$ cat config.mk
export PLATFORM = sky130hd
export DESIGN_NAME = bresenham_substep_planner_unit
export DESIGN_NICKNAME = d
export VERILOG_FILES = /design/src/design/bsp_pkg.sv /design/src/design/bresenham_substep_planner_unit.sv
export SDC_FILE = /design/constraint.sdc
export NUM_CORES = 1
export LEC_CHECK = 0
export BUFFER_PORTS_ARGS = -buffer_cell sky130_fd_sc_hd__buf_2
export CAP_MARGIN = 30
export CORE_MARGIN = 5
export CORE_UTILIZATION = 45
export DETAILED_ROUTE_END_ITERATION = 8
export PLACE_DENSITY = 0.72
export RECOVER_POWER = 25
export SYNTH_ARGS = -nofsm -noshare
export SYNTH_HDL_FRONTEND = slang
export SYNTH_SLANG_ARGS = --single-unit
$ cat constraint.sdc
create_clock -name clock -period 7.18 [get_ports clock]
set_clock_uncertainty 0.05 [all_clocks]
set_input_delay 1.436 -clock clock [delete_from_list [all_inputs] [get_ports clock]]
set_output_delay 1.436 -clock clock [all_outputs]
set_load 0.01 [all_outputs]
$ cat src/design/bsp_pkg.sv
`timescale 1ns / 1ps

package bsp_pkg;

   // Sub-step delay resolution: the delay scale is 2^SUBDELAY_BITS - 1.
   localparam int SUBDELAY_BITS = 8;

   localparam int DIST_W  = 17;
   localparam int ERR_W   = 18;
   localparam int MAG_W   = 18;
   localparam int DELAY_W = 8;
   localparam int SKIP_W  = 8;
   localparam int NUM_W   = MAG_W + SUBDELAY_BITS;
   localparam int CNT_W   = $clog2(NUM_W + 1);

   localparam logic [DIST_W-1:0] MAX_COUNT = DIST_W'(100000);
   localparam logic [SKIP_W-1:0] SKIP_MAX  = SKIP_W'(255);
   localparam logic [SKIP_W-1:0] SKIP_ONE  = SKIP_W'(1);

   localparam logic MODE_BEGIN = 1'b0;
   localparam logic MODE_STEP  = 1'b1;

   localparam logic [1:0] KIND_DELAY  = 2'd0;
   localparam logic [1:0] KIND_NEW    = 2'd1;
   localparam logic [1:0] KIND_EXTEND = 2'd2;
   localparam logic [1:0] KIND_BEGIN  = 2'd3;

   localparam logic [1:0] ERR_NONE      = 2'd0;
   localparam logic [1:0] ERR_BEGIN_BIG = 2'd1;
   localparam logic [1:0] ERR_ZERO      = 2'd2;
   localparam logic [1:0] ERR_STEP_BIG  = 2'd3;

   localparam logic REG_X_DISTANCE = 1'b0;
   localparam logic REG_Z_DISTANCE = 1'b1;

   typedef enum logic [1:0] {
      ST_IDLE,
      ST_DIVIDE,
      ST_RESPOND
   } state_type;

   typedef struct packed {
      logic mode;
      logic queue_empty;
   } req_type;

   typedef struct packed {
      logic [1:0]         entry_kind;
      logic [DELAY_W-1:0] delay_value;
      logic [SKIP_W-1:0]  skip_count;
      logic               step_x;
      logic               step_z;
      logic               last;
      logic [1:0]         error_code;
   } rsp_type;

endpackage

$ cat src/design/bresenham_substep_planner_unit.sv
`timescale 1ns / 1ps

// Two-axis line stepper that plans sub-step timing for a downstream queue.
// Software writes x_distance (index 0) and z_distance (index 1) through the
// csr_ port while the unit is idle, then sends a begin request followed by
// one step request per major-axis step. Every request gives one response.
// Begin, refused steps and skip entries answer in the cycle after acceptance.
// A delay entry runs a bit-serial restoring divider, one dividend bit per
// cycle, over the 26-bit scaled error magnitude; the response follows the
// last divide step. The divider sets the rate for delay steps; other requests
// can be taken every cycle while the response side keeps up.
// The result sits in an output register. While rsp_valid is high and
// rsp_ready is low, the response holds and req_ready is low; when the
// response is taken, a new request can be accepted in the same cycle.
// Synchronous reset clears the distances, the error term, the step count,
// the minor-axis flag and the skip run, and returns to idle so rsp_valid is low.
// A refused step (zero or too many steps left) leaves all state unchanged.
module bresenham_substep_planner_unit (
   input  logic                         clock,
   input  logic                         reset,
   input  logic                         req_valid,
   output logic                         req_ready,
   input  bsp_pkg::req_type             req_data,
   output logic                         rsp_valid,
   input  logic                         rsp_ready,
   output bsp_pkg::rsp_type             rsp_data,
   input  logic                         csr_we,
   input  logic                         csr_index,
   input  logic [bsp_pkg::DIST_W-1:0]   csr_wdata
);

   localparam int DW = bsp_pkg::DIST_W;
   localparam int EW = bsp_pkg::ERR_W;
   localparam int NW = bsp_pkg::NUM_W;
   localparam int QW = bsp_pkg::DELAY_W;
   localparam int SW = bsp_pkg::SKIP_W;
   localparam int CW = bsp_pkg::CNT_W;

   bsp_pkg::state_type state_ff, state_in;

   logic [DW-1:0] x_dist_ff, z_dist_ff;
   logic [EW-1:0] err_ff, err_in;
   logic [DW-1:0] steps_ff, steps_in;
   logic          minor_x_ff, minor_x_in;
   logic [SW-1:0] top_skip_ff, top_skip_in;
   bsp_pkg::rsp_type rsp_ff, rsp_in;

   // Divider state.
   logic [NW-1:0] num_ff, num_in;
   logic [DW-1:0] rem_ff, rem_in;
   logic [DW-1:0] div_ff, div_in;
   logic [QW-1:0] quo_ff, quo_in;
   logic          ovf_ff, ovf_in;
   logic [CW-1:0] cnt_ff, cnt_in;

   logic accept;
   logic go_div;
   logic div_done;

   // Step datapath.
   logic signed [EW-1:0] e_val;
   logic                 x_go, z_go;
   logic [EW-1:0]        acc;
   logic [DW-1:0]        minor_dist;
   logic                 have_delay;
   logic [EW-1:0]        mag;
   logic [NW-1:0]        product;
   logic [DW-1:0]        major;
   logic [EW-1:0]        half_up;
   logic                 step_ok;
   logic [DW:0]          trial;
   logic                 trial_ge;

   assign accept = req_valid && req_ready;

   always_comb begin
      e_val      = $signed(err_ff);
      x_go       = e_val >= -$signed({1'b0, x_dist_ff});
      z_go       = e_val <= $signed({1'b0, z_dist_ff});
      acc        = err_ff - (x_go ? {1'b0, z_dist_ff} : EW'(0))
                          + (z_go ? {1'b0, x_dist_ff} : EW'(0));
      minor_dist = minor_x_ff ? x_dist_ff : z_dist_ff;
      have_delay = (minor_x_ff ? x_go : z_go) && (minor_dist != '0);
      mag        = err_ff[EW-1] ? (EW'(0) - err_ff) : err_ff;
      // scale * |e| with scale = 2^SUBDELAY_BITS - 1
      product    = {mag, {bsp_pkg::SUBDELAY_BITS{1'b0}}} - NW'(mag);
      major      = (z_dist_ff > x_dist_ff) ? z_dist_ff : x_dist_ff;
      half_up    = ({1'b0, z_dist_ff} + EW'(1)) >> 1;
      step_ok    = (steps_ff != '0) && (steps_ff <= bsp_pkg::MAX_COUNT);
      trial      = {rem_ff, num_ff[NW-1]};
      trial_ge   = trial >= {1'b0, div_ff};
   end

   assign go_div   = accept && (req_data.mode == bsp_pkg::MODE_STEP) && step_ok
                     && have_delay;
   assign div_done = (state_ff == bsp_pkg::ST_DIVIDE) && (cnt_ff == CW'(1));

   // Control: next state and handshake outputs.
   always_comb begin
      state_in  = state_ff;
      req_ready = 1'b0;
      rsp_valid = 1'b0;
      case (state_ff)
         bsp_pkg::ST_IDLE: begin
            req_ready = 1'b1;
            if (accept) begin
               state_in = go_div ? bsp_pkg::ST_DIVIDE : bsp_pkg::ST_RESPOND;
            end
         end
         bsp_pkg::ST_DIVIDE: begin
            if (div_done) begin
               state_in = bsp_pkg::ST_RESPOND;
            end
         end
         bsp_pkg::ST_RESPOND: begin
            rsp_valid = 1'b1;
            req_ready = rsp_ready;
            if (rsp_ready) begin
               if (accept) begin
                  state_in = go_div ? bsp_pkg::ST_DIVIDE : bsp_pkg::ST_RESPOND;
               end else begin
                  state_in = bsp_pkg::ST_IDLE;
               end
            end
         end
         default: state_in = bsp_pkg::ST_IDLE;
      endcase
   end

   // Datapath: planner state, response register and divider.
   always_comb begin
      err_in      = err_ff;
      steps_in    = steps_ff;
      minor_x_in  = minor_x_ff;
      top_skip_in = top_skip_ff;
      rsp_in      = rsp_ff;
      num_in      = num_ff;
      rem_in      = rem_ff;
      div_in      = div_ff;
      quo_in      = quo_ff;
      ovf_in      = ovf_ff;
      cnt_in      = cnt_ff;

      if (accept) begin
         rsp_in             = '0;
         rsp_in.skip_count  = top_skip_ff;
         if (req_data.mode == bsp_pkg::MODE_BEGIN) begin
            steps_in   = major;
            minor_x_in = z_dist_ff > x_dist_ff;
            err_in     = (z_dist_ff > x_dist_ff) ? (EW'(0) - half_up)
                                                 : ({1'b0, x_dist_ff} >> 1);
            rsp_in.entry_kind = bsp_pkg::KIND_BEGIN;
            if (major > bsp_pkg::MAX_COUNT) begin
               rsp_in.error_code = bsp_pkg::ERR_BEGIN_BIG;
            end
         end else if (steps_ff == '0) begin
            rsp_in.error_code = bsp_pkg::ERR_ZERO;
         end else if (steps_ff > bsp_pkg::MAX_COUNT) begin
            rsp_in.error_code = bsp_pkg::ERR_STEP_BIG;
         end else begin
            err_in        = acc;
            steps_in      = steps_ff - DW'(1);
            rsp_in.step_x = x_go;
            rsp_in.step_z = z_go;
            rsp_in.last   = steps_ff == DW'(1);
            if (have_delay) begin
               // The delay value is filled in when the divider finishes.
               top_skip_in       = '0;
               rsp_in.entry_kind = bsp_pkg::KIND_DELAY;
               rsp_in.skip_count = '0;
               num_in            = product;
               rem_in            = '0;
               div_in            = minor_dist;
               quo_in            = '0;
               ovf_in            = 1'b0;
               cnt_in            = CW'(NW);
            end else if (req_data.queue_empty || (top_skip_ff == '0)
                         || (top_skip_ff >= bsp_pkg::SKIP_MAX)) begin
               top_skip_in       = bsp_pkg::SKIP_ONE;
               rsp_in.entry_kind = bsp_pkg::KIND_NEW;
               rsp_in.skip_count = bsp_pkg::SKIP_ONE;
            end else begin
               top_skip_in       = top_skip_ff + SW'(1);
               rsp_in.entry_kind = bsp_pkg::KIND_EXTEND;
               rsp_in.skip_count = top_skip_ff + SW'(1);
            end
         end
      end

      if (state_ff == bsp_pkg::ST_DIVIDE) begin
         // One restoring division step per cycle; quotient bits that leave
         // the top of the 8-bit register mark saturation.
         rem_in = trial_ge ? DW'(trial - {1'b0, div_ff}) : trial[DW-1:0];
         num_in = num_ff << 1;
         ovf_in = ovf_ff | quo_ff[QW-1];
         quo_in = {quo_ff[QW-2:0], trial_ge};
         cnt_in = cnt_ff - CW'(1);
         if (div_done) begin
            rsp_in.delay_value = ovf_in ? {QW{1'b1}} : quo_in;
         end
      end
   end

   always_ff @(posedge clock) begin
      if (reset) begin
         state_ff    <= bsp_pkg::ST_IDLE;
         x_dist_ff   <= '0;
         z_dist_ff   <= '0;
         err_ff      <= '0;
         steps_ff    <= '0;
         minor_x_ff  <= 1'b0;
         top_skip_ff <= '0;
         cnt_ff      <= '0;
      end else begin
         state_ff    <= state_in;
         err_ff      <= err_in;
         steps_ff    <= steps_in;
         minor_x_ff  <= minor_x_in;
         top_skip_ff <= top_skip_in;
         cnt_ff      <= cnt_in;
         if (csr_we) begin
            case (csr_index)
               bsp_pkg::REG_X_DISTANCE: x_dist_ff <= csr_wdata;
               bsp_pkg::REG_Z_DISTANCE: z_dist_ff <= csr_wdata;
               default: ;
            endcase
         end
      end
   end

   always_ff @(posedge clock) begin
      rsp_ff <= rsp_in;
      num_ff <= num_in;
      rem_ff <= rem_in;
      div_ff <= div_in;
      quo_ff <= quo_in;
      ovf_ff <= ovf_in;
   end

   assign rsp_data = rsp_ff;

endmodule

==> flow_summary.toml <==
[synth]
netlist_instances = 1745
synthTopCellsByArea = "edfxtp_1, dfxtp_1, ha_1"
ys_seq_area_share_pct = 30.7
synth.distinct_cells = 86
synth_warnings = 0
synth.net_count = 1895
syn_avg_cell_area_um2 = 8.17
synth_edf_count = 83
ys_ff_latch = 177
ys.flop_type = "dfxtp_1"
yosys.area.top_type = "edfxtp_1"
async_flop_share_pct = 0
syn_area_um2 = 14300
yosysTopAreaCellShare_pct = 17.5

[setup_path]
crit_family = "simple AND/OR/NAND/NOR gates"
worst-path-max-fanout = 14
crit_buf_inv = 1
path_class = "reg -> reg"
end_kind = "flip-flop"
arrival_ns = 6.93
crit_required_ns = 7.43
start_kind = "flip-flop"
max_stage_delay_ns = 0.58
worst_path_max_delay_cell = "or4_1"

[power]
clkPwrFrac_pct = 14.3
irDropWorstVdd_mv = 0.169
power_density_nw_per_um2 = 427
leakagePower_nw = 5.97
p_int_mw = 3.51
switching_share_pct = 47.0
p_seq_share_pct = 24.5
switching_power_mw = 3.11
comb_power_share_pct = 61.2

[placement]
place_hpwl_mm = 31.8
port_buffers = 49
dp.cells = 2127
gp_congestion = 0.990

[layout]
fillers = 3000
layout-drive-gt1-share_pct = 7.74
areaGrowthSynthToFinish_pct = 8.67
fin_nets = 1894
fin_cells = 2160
multi_input_area_um2 = 9080
final_common_cell = "nand2_1"
ff_latch_area_um2 = 4370
layout_common_cells = "nand2_1, a21oi_1, inv_1"

[sta]
report.final.setup_viol = 0
tightest_slew_ns = 2.51
slew_violations = 102
fmax_mhz = 150
finalCriticalPeriod_ns = 6.69
rsz0062_at_grt = "false"
relSlewSlack_pct = -67.1
fin_crit_sh_pct = 93.1
finalSetupTns_ns = 0
hold_violations = 0

[floorplan]
die_h_um = 188
dieArea_um2 = 35400
rows = 65
start_util_pct = 45.4
top_level_ports = 50
core_um2 = 31400
die_w_um = 188

[clock_tree]
numCtsBuffers = 17
insertion_delay_ns = 0.46
cts-root-buf = "clkbuf_16"
path_clk_slew_ns = 0.08
clockBufferDepth = 2
cts_tree = "built"
h-tree-depth = 4
clock-sinks = 177
ctsHoldBuffers = 0

[routing]
drtAntennaViolNets = 0
finalWirelength_mm = 43.1
drc = 0
dr.pass1.iters = 5
first_iter_violations = 1803
routedWlPerCell_um = 19.9
vias = 13300
routed_via_density = 6.13

[outcome]
status = "finished, violations left"
violations = "max-capacitance violations, max-slew violations"

[flow_run]
maxCapViolCount = 2

[grt]
grt_use_total_pct = 24.1
grt_first_pass_wirelength_mm = 68.9
grt_overflow = 0
grt_pass1_vias = 12600
antenna_found_initial = 1
grt_max_degree = 56

[hold_path]
min_path_type = "reg -> reg"
worst register-to-register path, stage by stage, from the launching register on:
cell	delay (ns)
dfxtp_1	0.43
nor3_1	0.30
nand4_1	0.20
nor3_2	0.24
nand2_1	0.11
or4_1	0.50
nor3_1	0.21
xnor2_1	0.10
ha_1	0.32
nand4_1	0.17
or4_1	0.58
o21bai_1	0.25
o31ai_2	0.18
nand2_4	0.22
nor2_2	0.06
fa_1	0.52
inv_1	0.05
ha_1	0.38
a21o_1	0.23
a2111o_1	0.40
a211o_1	0.26
a31oi_1	0.21
a21oi_1	0.12
xor2_1	0.16
a221oi_1	0.24
a211oi_1	0.08
metal layers:
metal / part of all wire [%] / up-vias / GRT usage (%)
li1: - / 6295 / -
met1: 43 / 6245 / 32.7
met2: 45 / 592 / 38.3
met3: 8.2 / 118 / 4.11
met4: 3.9 / 0 / 9.43
met5: 0 / - / 0
stage by stage:
stage / util, % / total power [mW] / setup WS (ns) / hold WS, ns / cell area, um^2
floorplan: - / 4.68 / 0.829 / 0.385 / 14300
global placement: 47.3 / 5.47 / 0.403 / 0.394 / 14900
detailed placement: 47.5 / 5.58 / 0.144 / 0.396 / 14900
CTS: 49.4 / 6.55 / 0.109 / 0.407 / 15500
global route: 49.4 / 7.14 / 0.0491 / 0.432 / 15500
finish: 49.4 / 6.62 / 0.494 / 0.406 / 15500
flip-flops by register name, summed over array words and instances, names as in the netlist:
name         flops
rem_ff          17
minor_x_ff       1
state_ff         2
e_val           18
div_ff          17
steps_ff        17
top_skip_ff      8
x_dist_ff       17
z_dist_ff       17
quo_ff           8
num_ff          26
cnt_ff           5
ovf_ff           1
rsp_data        23
final timing paths:
kind | slack, ns | end | cells past startpoint | startpoint
worst min-delay path | 0.41 | rsp_data[14]$_DFF_P_ | 2 | rsp_data[14]$_DFF_P_
worst min register to register | 0.41 | rsp_data[14]$_DFF_P_ | 2 | rsp_data[14]$_DFF_P_
worst max-delay path | 0.49 | e_val[16]$_SDFFE_PP0P_ | 25 | x_dist_ff[0]$_SDFFE_PP0P_
worst max register to register | 0.49 | e_val[16]$_SDFFE_PP0P_ | 25 | x_dist_ff[0]$_SDFFE_PP0P_
Yosys cell counts, types with 12 or more instances:
cell and number:
xnor2_1 81, o31ai_1 20, o211ai_1 18, o21ai_0 98, nand4_1 30, ha_1 107
a21o_1 17, a211oi_1 17, o22ai_1 13, nand3_1 54, inv_1 124, mux2i_1 36
clkbuf_1 82, dfxtp_1 94, xor2_1 25, nor4_1 22, or2_2 15, a31oi_1 12
a21oi_1 145, nand2_1 210, nor3_1 55, nor2_1 106, and2_1 15, nor2b_1 21
fa_1 18, or3_1 19, nand2b_1 16, edfxtp_1 83
repair_timing:
action,in CTS,in global routing
resized for setup,0,7
buffers inserted,0,0
endpoints found under the setup margin,0,11
logic make-up after synthesis:
logic type,share of synthesized area (%)
muxes,3.16
AOI/OAI and AO/OA,19.6
adders and majority gates,11.9
DFF,30.7
xor gates and xnor gates,6.51
buffers and inverters,6.06
and+or+nand+nor,22.1
final cells by class:
cell class | count | area share [%]
inverters | 126 | 3.05
flip-flops and latches | 177 | 28.2
repair buffers | 79 | 3.09
well taps | 402 | 3.24
clock inverters | 15 | 1.07
clock buffers | 17 | 2.74
diodes | 1 | 0.0161
multi-input cells | 1343 | 58.6
power groups by stage:
stage          clock, mW  combinational, mW  sequential, mW
6_report           0.948               4.05            1.62
2_1_floorplan          0               3.15            1.53
3_3_place_gp           0               3.85            1.62
5_1_grt             1.00               4.49            1.65
3_5_place_dp           0               3.95            1.63
4_1_cts            0.960               3.98            1.61
Note: power is estimated with default switching activity, not from simulation.
